[src/hdl/f2d_pkg.sv]
`timescale 1ns / 1ps

package f2d_pkg;

  // field widths
  localparam int FLOAT_W  = 32;
  localparam int MANT_BITS = 23;
  localparam int SIG_W    = MANT_BITS + 1;
  localparam int INT_W    = 24;
  localparam int POS_W    = 5;
  localparam int DIGIT_W  = 4;
  localparam int EXP_W    = 8;

  // encoding constants
  localparam logic [EXP_W-1:0] EXP_MASK = 8'hff;
  localparam int EXP_BIAS = 127;
  localparam int RADIX    = 10;

  // default number of fractional digits
  localparam int FRACTION_DIGITS_DEF = 29;

  // one halving step travelling down the digit row
  typedef struct packed {
    logic valid;
    logic carry;
    logic first;
    logic last;
  } tok_t;

  // per-request values that repeat on every result
  typedef struct packed {
    logic             negative;
    logic [INT_W-1:0] integral;
    logic             range_error;
  } meta_t;

endpackage

[src/hdl/float32_to_exact_decimal.sv]
`timescale 1ns / 1ps

// float32_to_exact_decimal
// Splits a binary32 pattern into sign, binary integer part and the exact
// decimal expansion of the fraction, FRACTION_DIGITS digits long.
// Input channel: in_valid / in_stall carry one in_float_bits request.
// Result channel: out_valid / out_stall carry FRACTION_DIGITS digits per
// request, first digit after the point first; out_last_digit marks the
// final digit. Sign, integer part and range error repeat on every digit of
// a request. The feed pushes one fraction bit per cycle into the row of
// digit cells while the receiver does not stall, and takes the next
// request as it pushes the last bit of the previous one.
// A new request is taken while the previous one still drains its digits.
// When the receiver stalls, the whole digit row and the feed freeze and the
// pending result holds; in_stall rises once the feed is full.
// Reset clears all control state; no request or result is pending after it.
module float32_to_exact_decimal #(
  parameter int FRACTION_DIGITS = f2d_pkg::FRACTION_DIGITS_DEF
) (
  input  logic                        clk,
  input  logic                        rst_n,
  input  logic                        in_valid,
  output logic                        in_stall,
  input  logic [f2d_pkg::FLOAT_W-1:0] in_float_bits,
  output logic                        out_valid,
  input  logic                        out_stall,
  output logic                        out_negative,
  output logic [f2d_pkg::INT_W-1:0]   out_integral_part,
  output logic [f2d_pkg::POS_W-1:0]   out_digit_position,
  output logic [f2d_pkg::DIGIT_W-1:0] out_digit,
  output logic                        out_range_error,
  output logic                        out_last_digit
);

  localparam int FD = FRACTION_DIGITS;

  logic                        adv;
  f2d_pkg::tok_t               tok [FD+1];
  logic [FD-1:0]               fin_v;
  logic [f2d_pkg::DIGIT_W-1:0] fin_digit [FD];
  f2d_pkg::meta_t              feed_meta;
  f2d_pkg::meta_t              em_r;
  f2d_pkg::meta_t              sel_meta;

  logic                        emit;
  logic [f2d_pkg::POS_W-1:0]   emit_pos;
  logic [f2d_pkg::DIGIT_W-1:0] emit_digit;
  logic                        emit_last;

  logic                        out_valid_r;
  logic                        out_valid_nxt;
  logic                        out_negative_r;
  logic [f2d_pkg::INT_W-1:0]   out_integral_r;
  logic [f2d_pkg::POS_W-1:0]   out_pos_r;
  logic [f2d_pkg::DIGIT_W-1:0] out_digit_r;
  logic                        out_err_r;
  logic                        out_last_r;

  // the row moves whenever the result register can take a new digit
  assign adv = !out_valid_r || !out_stall;

  f2d_feed #(
    .FRACTION_DIGITS(FD)
  ) u_feed (
    .clk          (clk),
    .rst_n        (rst_n),
    .adv          (adv),
    .in_valid     (in_valid),
    .in_float_bits(in_float_bits),
    .in_stall     (in_stall),
    .tok          (tok[0]),
    .meta         (feed_meta)
  );

  // row of digit cells
  for (genvar j = 0; j < FD; j++) begin : g_cell
    f2d_cell u_cell (
      .clk      (clk),
      .rst_n    (rst_n),
      .adv      (adv),
      .tok_in   (tok[j]),
      .tok_out  (tok[j+1]),
      .fin_v    (fin_v[j]),
      .fin_digit(fin_digit[j])
    );
  end

  // pick the finished digit; at most one cell finishes per advance
  always_comb begin
    emit       = |fin_v;
    emit_pos   = '0;
    emit_digit = '0;
    for (int j = 0; j < FD; j++) begin
      if (fin_v[j]) begin
        emit_pos   = emit_pos | f2d_pkg::POS_W'(j);
        emit_digit = emit_digit | fin_digit[j];
      end
    end
    emit_last = fin_v[FD-1];
    sel_meta  = fin_v[0] ? feed_meta : em_r;
  end

  // values of the request whose digits are draining
  always_ff @(posedge clk) begin
    if (adv && fin_v[0]) begin
      em_r <= feed_meta;
    end
  end

  // result register
  assign out_valid_nxt = adv ? emit : out_valid_r;

  always_ff @(posedge clk) begin
    if (!rst_n) begin
      out_valid_r <= 1'b0;
    end else begin
      out_valid_r <= out_valid_nxt;
    end
  end

  always_ff @(posedge clk) begin
    if (adv && emit) begin
      out_negative_r <= sel_meta.negative;
      out_integral_r <= sel_meta.integral;
      out_err_r      <= sel_meta.range_error;
      out_pos_r      <= emit_pos;
      out_digit_r    <= emit_digit;
      out_last_r     <= emit_last;
    end
  end

  assign out_valid          = out_valid_r;
  assign out_negative       = out_negative_r;
  assign out_integral_part  = out_integral_r;
  assign out_digit_position = out_pos_r;
  assign out_digit          = out_digit_r;
  assign out_range_error    = out_err_r;
  assign out_last_digit     = out_last_r;

endmodule

[src/hdl/f2d_cell.sv]
`timescale 1ns / 1ps

module f2d_cell (
  input  logic                        clk,
  input  logic                        rst_n,
  input  logic                        adv,
  input  f2d_pkg::tok_t               tok_in,
  output f2d_pkg::tok_t               tok_out,
  output logic                        fin_v,
  output logic [f2d_pkg::DIGIT_W-1:0] fin_digit
);

  logic [f2d_pkg::DIGIT_W-1:0] d_r;
  logic [f2d_pkg::DIGIT_W-1:0] d_nxt;
  logic [f2d_pkg::DIGIT_W-1:0] old_d;
  logic [f2d_pkg::DIGIT_W:0]   cur;
  f2d_pkg::tok_t               tok_r;
  f2d_pkg::tok_t               tok_nxt;

  // one decimal halving step: (carry*10 + digit) / 2
  always_comb begin
    old_d = tok_in.first ? '0 : d_r;
    cur   = (tok_in.carry ? (f2d_pkg::DIGIT_W+1)'(f2d_pkg::RADIX) : '0)
            + {1'b0, old_d};
    d_nxt = cur[f2d_pkg::DIGIT_W:1];
    tok_nxt       = tok_in;
    tok_nxt.carry = cur[0];
  end

  // digit storage, updated only when a step passes through
  always_ff @(posedge clk) begin
    if (adv && tok_in.valid) begin
      d_r <= d_nxt;
    end
  end

  // hand the step to the next cell
  always_ff @(posedge clk) begin
    if (!rst_n) begin
      tok_r <= '0;
    end else if (adv) begin
      tok_r <= tok_nxt;
    end
  end

  assign tok_out   = tok_r;
  assign fin_v     = tok_in.valid && tok_in.last;
  assign fin_digit = d_nxt;

endmodule

[src/hdl/f2d_feed.sv]
`timescale 1ns / 1ps

module f2d_feed #(
  parameter int FRACTION_DIGITS = f2d_pkg::FRACTION_DIGITS_DEF
) (
  input  logic                        clk,
  input  logic                        rst_n,
  input  logic                        adv,
  input  logic                        in_valid,
  input  logic [f2d_pkg::FLOAT_W-1:0] in_float_bits,
  output logic                        in_stall,
  output f2d_pkg::tok_t               tok,
  output f2d_pkg::meta_t              meta
);

  localparam int FD = FRACTION_DIGITS;
  localparam int CW = $clog2(FD);
  localparam int SW = $clog2(FD + 1);
  localparam int WW = FD + f2d_pkg::SIG_W;
  localparam logic signed [9:0] LOW_E  = 10'(f2d_pkg::MANT_BITS - FD);
  localparam logic signed [9:0] HIGH_E = 10'(f2d_pkg::MANT_BITS);
  localparam logic signed [9:0] S_OFS  = 10'(FD - f2d_pkg::MANT_BITS);
  localparam logic [CW-1:0]     LAST_CNT = CW'(FD - 1);

  logic                          active_r;
  logic                          active_nxt;
  logic [CW-1:0]                 cnt_r;
  logic [CW-1:0]                 cnt_nxt;
  logic [FD-1:0]                 w_r;
  logic [FD-1:0]                 w_nxt;
  f2d_pkg::meta_t                meta_r;
  f2d_pkg::meta_t                meta_nxt;

  logic                          take;
  logic                          accept;
  logic [f2d_pkg::EXP_W-1:0]     efield;
  logic [f2d_pkg::MANT_BITS-1:0] mant;
  logic signed [9:0]             e_s;
  logic signed [9:0]             s_full;
  logic [SW-1:0]                 shamt;
  logic                          is_zero;
  logic                          num_ok;
  logic [WW-1:0]                 wide;

  // decode the pattern and scale the significand to 2^FD
  always_comb begin
    efield  = in_float_bits[f2d_pkg::FLOAT_W-2:f2d_pkg::MANT_BITS];
    mant    = in_float_bits[f2d_pkg::MANT_BITS-1:0];
    e_s     = $signed({2'b00, efield}) - 10'sd127;
    s_full  = e_s + S_OFS;
    shamt   = s_full[SW-1:0];
    is_zero = (efield == '0) && (mant == '0);
    num_ok  = (efield != '0) && (efield != f2d_pkg::EXP_MASK)
              && (e_s >= LOW_E) && (e_s <= HIGH_E);
    wide    = num_ok ? ({{FD{1'b0}}, 1'b1, mant} << shamt) : '0;
  end

  assign take     = !active_r || (adv && (cnt_r == LAST_CNT));
  assign accept   = in_valid && take;
  assign in_stall = !take;

  // step sequencing, one fraction bit per advance, lsb first
  always_comb begin
    active_nxt = active_r;
    cnt_nxt    = cnt_r;
    w_nxt      = w_r;
    meta_nxt   = meta_r;
    if (accept) begin
      active_nxt           = 1'b1;
      cnt_nxt              = '0;
      w_nxt                = wide[FD-1:0];
      meta_nxt.negative    = in_float_bits[f2d_pkg::FLOAT_W-1];
      meta_nxt.integral    = wide[WW-1:FD];
      meta_nxt.range_error = !num_ok && !is_zero;
    end else if (adv && active_r) begin
      w_nxt   = w_r >> 1;
      cnt_nxt = cnt_r + 1'b1;
      if (cnt_r == LAST_CNT) begin
        active_nxt = 1'b0;
      end
    end
  end

  always_ff @(posedge clk) begin
    if (!rst_n) begin
      active_r <= 1'b0;
      cnt_r    <= '0;
    end else begin
      active_r <= active_nxt;
      cnt_r    <= cnt_nxt;
    end
  end

  always_ff @(posedge clk) begin
    w_r    <= w_nxt;
    meta_r <= meta_nxt;
  end

  always_comb begin
    tok.valid = active_r;
    tok.carry = w_r[0];
    tok.first = (cnt_r == '0);
    tok.last  = (cnt_r == LAST_CNT);
  end

  assign meta = meta_r;

endmodule

[config.mk]
export PLATFORM = sky130hd
export DESIGN_NAME = float32_to_exact_decimal
export DESIGN_NICKNAME = d
export VERILOG_FILES = /design/src/hdl/f2d_pkg.sv /design/src/hdl/float32_to_exact_decimal.sv /design/src/hdl/f2d_cell.sv /design/src/hdl/f2d_feed.sv
export SDC_FILE = /design/constraint.sdc
export NUM_CORES = 1
export LEC_CHECK = 0
export BUFFER_PORTS_ARGS = -buffer_cell sky130_fd_sc_hd__buf_4
export CELL_PAD_IN_SITES_DETAIL_PLACEMENT = 1
export CELL_PAD_IN_SITES_GLOBAL_PLACEMENT = 1
export CORE_MARGIN = 1
export CORE_UTILIZATION = 46
export DETAILED_ROUTE_END_ITERATION = 10
export PLACE_DENSITY = 0.77
export SYNTH_ARGS = -nofsm -noshare
export SYNTH_HDL_FRONTEND = slang
export SYNTH_SLANG_ARGS = --single-unit
[constraint.sdc]
create_clock -name clk -period 3.1 [get_ports clk]
set_input_delay 0.155 -clock clk [delete_from_list [all_inputs] [get_ports clk]]
set_output_delay 0.155 -clock clk [all_outputs]
set_load 0.05 [all_outputs]
# --- Yosys cells after proc, flatten, opt, wreduce, memory -nomap -nowiden ---
# Index checks and enable logic that the tools add are counted.
classes:
  addsub: 32
  n_mul: 0
  div: 0
  magnitude_cmp: 2
  n_eq_ne: 3
  shifts: 1
  muxes: 177
  n_bitwise: 29
  reduce_logical: 86
ops:
  columns: ["cell", "count"]
  rows:
  - ["2-to-1 mux 4 bit", 151]
  - ["adder 5 x 4 -> 5 bit", 29]
  - ["bitwise OR 4 bit", 28]
  - ["2-to-1 mux 29 bit", 3]
  - ["logical AND 1 bit", 67]
  - ["<< shifter 24 x 5 -> 53 bit", 1]
  - ["OR reduction 29 bit", 1]
  - ["2-to-1 mux 26 bit", 1]
  - ["2-to-1 mux 3 bit", 8]
  - ["zero test 23 bit", 1]
  - ["OR reduction 13 bit", 1]
  - ["2-to-1 mux 2 bit", 6]
  - ["2-to-1 mux 5 bit", 2]
  - ["greater-or-equal comparator 9 x 4 -> 1 bit, second input constant", 1]
  - ["<= comparator 9 x 6 -> 1 bit, second input constant", 1]
  - ["subtractor 8 x 7 -> 9 bit, second input constant", 1]
  - ["zero test 8 bit", 1]
  - ["!= test 8 bit, second input constant", 1]
  - ["nonzero test 8 bit", 1]
  - ["zero test 1 bit", 6]
  - ["2-to-1 mux 1 bit", 6]
  - ["adder 5 x 1 -> 5 bit, second input constant", 1]
  - ["adder 5 x 4 -> 5 bit, second input constant", 1]
  - ["== test 5 bit, second input constant", 1]
  - ["other kinds (8)", 10]
totals:
  register_bits: 352
  latch_bits: 0
  mem_bits_rw: 0
  romBits: 0
  output_inout_bits: 38
  wordCells: 490
  n_memories: 0

# --- Depth between registers and ports, before layout ---
depth:
  word_depth: 60
  depth_mapped: 14

# --- Modules after synthesis ---
# A second synthesis with hierarchy kept.
unflattened:
  cells_unflattened: 1558
  hier_area_um2: 18740.5
by_module_without_submodules:
  columns: ["mod", "instances", "cells_each", "area_each_um2", "seq_area_each_um2"]
  rows:
  - ["f2d_cell", 29, 31, 385.4, 200.2]
  - ["f2d_feed", 1, 465, 4665.7, 1771.7]
  - ["float32_to_exact_decimal", 1, 194, 2899.0, 1881.8]

# --- Least setup slack after synthesis ---
# No wires, ideal clock.
synth_timing:
  kind: "reg2reg"
  from: "reg out_valid_r, in the netlist out_valid"
  to: "reg u_feed.cnt_r[3]"
  arrival_ns: 3.024
  required_time_ns: 2.982
  setup_slack_ns: -0.042
  path_stages_with_launch: 7
  synth_period_minus_slack_ns: 3.142
  path_cell_list: "dfxtp_1 > and2_1 > clkbuf_1 > a21oi_1 > nand4_1 > xor2_1 > nor2_1"
synth_via:
  elab_chain_cells: 6
  word_cells_on_any_way: 8
  classes_between: "reduce/logical (8)"
synth_rtl:
  columns: ["element", "line_no", "source"]
  rows:
  - ["start: declaration", "float32_to_exact_decimal.sv:50", "logic out_valid_r;"]
  - ["start signal: assignment", "float32_to_exact_decimal.sv:117", "out_valid_r <= out_valid_nxt;"]
  - ["zero test 1 bit *", "float32_to_exact_decimal.sv:60", "assign adv = !out_valid_r || !out_stall;"]
  - ["logical OR 1 bit *", "float32_to_exact_decimal.sv:60", null]
  - ["logical AND 1 bit", "f2d_feed.sv:58", "assign take = !active_r || (adv && (cnt_r == LAST_CNT));"]
  - ["logical OR 1 bit", "f2d_feed.sv:58", null]
  - ["logical AND 1 bit", "f2d_feed.sv:59", "assign accept = in_valid && take;"]
  - ["nonzero test 2 bit (no line) or OR reduction 2 bit (tied branches)", null, null]
  - ["end signal: assignment", "f2d_feed.sv:90", "cnt_r <= cnt_nxt;"]
  - ["end: declaration", "f2d_feed.sv:27", "logic [CW-1:0] cnt_r;"]
# Every way passes the cells marked *; elsewhere a longest branch is shown, timed or not.
# A chain may end at the register's enable or synchronous reset.

# --- Worst setup path in the final report ---
layout_timing:
  from: "reg g_cell[11].u_cell.tok_r (netlist bit g_cell[11].u_cell.tok_out[0])"
  to: "reg out_integral_r (netlist bit out_integral_part[20]) (enable)"
layout_via:
  elab_chain_cells: 3
layout_rtl:
  columns: ["element", "line_no", "source"]
  rows:
  - ["start: declaration", "f2d_cell.sv:17", "f2d_pkg::tok_t tok_r;"]
  - ["start signal: assignment", "f2d_cell.sv:42", "tok_r <= tok_nxt;"]
  - ["logical AND 1 bit", "f2d_cell.sv:47", "assign fin_v = tok_in.valid && tok_in.last;"]
  - ["OR reduction 29 bit", "float32_to_exact_decimal.sv:90", "emit = |fin_v;"]
  - ["logical AND 1 bit", "float32_to_exact_decimal.sv:122", "if (adv && emit) begin"]
  - ["end signal: assignment", "float32_to_exact_decimal.sv:124", "out_integral_r <= sel_meta.integral;"]
  - ["end: declaration", "float32_to_exact_decimal.sv:53", "logic [f2d_pkg::INT_W-1:0] out_integral_r;"]
# No other way between the ends.

==> reports/results.ini <==
[clock_tree]
clockBufferDepth = 3
clock_sinks = 351
cts-htree-levels = 2
clkTransAtPathRegs_ps = 60
post_cts.repair.setup_buffers = 0
root_buffer = clkbuf_16
numCtsBuffers = 39
cts_resized = 0
cts_tree = done
insertion_delay_ps = 540

[floorplan]
dieArea_sq_um = 39660
die_w_um = 199.2
rows = 71
initial_core_util = 0.4714
die_y_um = 199.2
pin_count = 74
coreArea_sq_um = 37930

[timing]
tns_ps = 0
setup_viol = 0
finClkSkew_ps = 13.18
fin_crit_ps = 3017
rsz0062_at_grt = no
timing.slew.headroom = 0.3143
fin_crit_sh = 0.9732
hold_violations = 0
tightest_slew_ps = 1029
drv_slew = 0
fmax_mhz = 331.5

[routing]
drc_errors = 0
first_pass_iters = 5
drtIter0Drc = 1056
routed_wl_um = 52370
via_per_inst = 5.979
ant_nets = 0
vias = 12870
wl_per_cell_um = 24.33

[setup_path]
rrSetupSlack_ps = 80
arrival_ps = 3160
crit_fanout = 36
path_class = reg -> reg
required_ps = 3250
r2r_cells = 6
critPathLaunchType = flop
cp-end-kind = flop

[cells_and_area]
nNetsFinal = 1741
final_core_util = 0.5383
layout-drive-gt1-share = 0.1841
fillers = 3947
layout_common_cells = 232 x edfxtp_1, 215 x nand2_1, 129 x buf_4, 119 x dfxtp_1, 94 x ha_1
syn2layout_area_growth_pct = 14.20
layout_commonest_cell = edfxtp_1

[yosys]
ys_seq_area_frac = 0.5228
avgSynthCellArea_sq_um = 11.66
yosys_warnings = 0
synth_edf_count = 232
syn_nets = 1665
synth-main-ff-cell = edfxtp_1
netlist_area_sq_um = 17880
ys_types = 72
ys_ff_latch = 351
ys_async_sr_fraction = 0
synthCells = 1534

[pwr]
p_switching_uw = 2696
pwr-share-seq = 0.463
vdd_ir_drop_max_uv = 319.4
power.share.clock = 0.425
p_int_uw = 8397
p_per_area_nw_per_um2 = 543.2
switching_share = 0.2430
p_leak_uw = 0.007784
combPwrFrac = 0.112

[global_routing]
grt_pass1_wl_um = 80300
grt_usage = 0.2681
overflow = 0
grt_pass1_vias = 13370
grt_max_degree = 71
antenna_found_initial = 1

[placement]
globalplace.congestion = 0.9023
port_buffers = 73
hpwlAfterDp_um = 37850

[outcome]
status = finished, final reports clean

[hold_path]
hold_path_class = in -> reg
hold_path_depth = 2

[job]
drv_cap = 0

[power groups by stage]
stage / clock network, uW / logic, uW / registers, uW
finish: 4720 / 1240 / 5140
global route: 4950 / 1330 / 5140
CTS: 4790 / 1230 / 5130
detailed placement: 0 / 1220 / 5230
global placement: 0 / 1190 / 5230
floorplan: 0 / 834 / 5210
[synth_stat cells, types with 5 or more instances]
cell | count | share of area
edfxtp_1 | 232 | 0.39
nand2_1 | 216 | 0.045
dfxtp_1 | 119 | 0.13
ha_1 | 95 | 0.066
nor2b_1 | 88 | 0.031
a21boi_0 | 83 | 0.035
clkbuf_1 | 59 | 0.012
and2_1 | 54 | 0.019
mux2i_1 | 40 | 0.022
and3_1 | 38 | 0.013
mux2_2 | 35 | 0.022
xor2_1 | 34 | 0.017
o21a_1 | 32 | 0.013
nor2_1 | 30 | 0.0063
a31o_2 | 29 | 0.014
nand3b_1 | 29 | 0.012
a32oi_1 | 26 | 0.013
nand3_1 | 25 | 0.0070
a21oi_1 | 22 | 0.0062
mux4_2 | 22 | 0.028
nand4_1 | 22 | 0.0077
o31ai_1 | 22 | 0.0092
buf_2 | 20 | 0.0056
a22oi_1 | 13 | 0.0055
nor4_1 | 12 | 0.0042
nor3_1 | 11 | 0.0031
o21ai_0 | 10 | 0.0028
nor3b_1 | 9 | 0.0038
buf_4 | 8 | 0.0034
inv_1 | 7 | 0.0015
and2_0 | 6 | 0.0021
buf_6 | 6 | 0.0038
a211oi_1 | 5 | 0.0021
a221oi_1 | 5 | 0.0024
buf_1 | 5 | 0.0010
or3_1 | 5 | 0.0017
[critical path, cell delays in order (launching register included)]
cell,delay (ps)
dfxtp_1,330
and2_1,280
a2111o_1,430
nor3_1,510
and3b_1,310
nand4bb_1,170
and2_2,560
[final cells by class]
| class | instances | area [sq um] | area share |
|---|---|---|---|
| Sequential cell | 351 | 9349 | 0.4578 |
| Antenna cell | 1 | 2.502 | 0.0001225 |
| Clock buffer | 53 | 1101 | 0.05392 |
| Multi-Input combinational cell | 1075 | 8051 | 0.3943 |
| Tap cell | 511 | 639.4 | 0.03131 |
| Clock inverter | 18 | 195.2 | 0.009558 |
| Timing Repair Buffer | 134 | 1049 | 0.05135 |
| Inverter | 9 | 33.78 | 0.001654 |
[cells by family after synthesis]
| kind of cell | after synthesis | share of synthesized area |
|---|---|---|
| mux | 97 | 0.07214 |
| flops | 351 | 0.5228 |
| fa+ha+maj | 95 | 0.06648 |
| xor+xnor | 41 | 0.02281 |
| simple gates | 568 | 0.1681 |
| compound gates | 274 | 0.1192 |
| buf+inv | 108 | 0.02834 |
[path summary, 6_finish.rpt]
| kind | start | endpoint |
|---|---|---|
| max | g_cell[11].u_cell.tok_out[0] | out_integral_part[20] |
| min | rst_n | g_cell[8].u_cell.tok_out[3] |
| max reg2reg | g_cell[11].u_cell.tok_out[0] | out_integral_part[20] |
| min reg2reg | u_feed.meta[24] | em_r[24] |
[state kept, by name, summed over array words and instances (netlist names)]
register               cells
out_range_error            1
g_cell.u_cell.d_r        115
out_digit_position         5
out_valid                  1
u_feed.meta               26
out_negative               1
out_last_digit             1
u_feed.w_r                29
u_feed.cnt_r               5
out_integral_part         24
out_digit                  4
u_feed.active_r            1
g_cell.u_cell.tok_out    112
em_r                      26
[per-layer routing]
metal / global-route usage / up-vias / share of wire
li1: - / 5847 / -
met1: 0.3587 / 6527 / 0.43
met2: 0.4442 / 410 / 0.49
met3: 0.04287 / 82 / 0.057
met4: 0.08462 / 0 / 0.026
met5: 0 / - / 0
[stage by stage]
stage | power [uW] | hold WS [ps] | instances | area (sq um) | setup WS (ps)
2_1_floorplan | 6043 | 253.9 | 1534 | 17880 | 165.5
3_3_place_gp | 6415 | 335.8 | 2078 | 19100 | 112.5
3_5_place_dp | 6452 | 337.5 | 2078 | 19100 | 35.01
4_1_cts | 11160 | 188.9 | 2151 | 20420 | 184.3
5_1_grt | 11430 | 218.3 | 2152 | 20420 | 58.79
6_report | 11090 | 224.8 | 2152 | 20420 | 83.02
[timing repair]
item,CTS,global route
setup endpoints to repair,0,0
endpoints found under the hold margin,2,0
hold buffers,2,0
No activity file was read; power rests on OpenSTA's default activity.
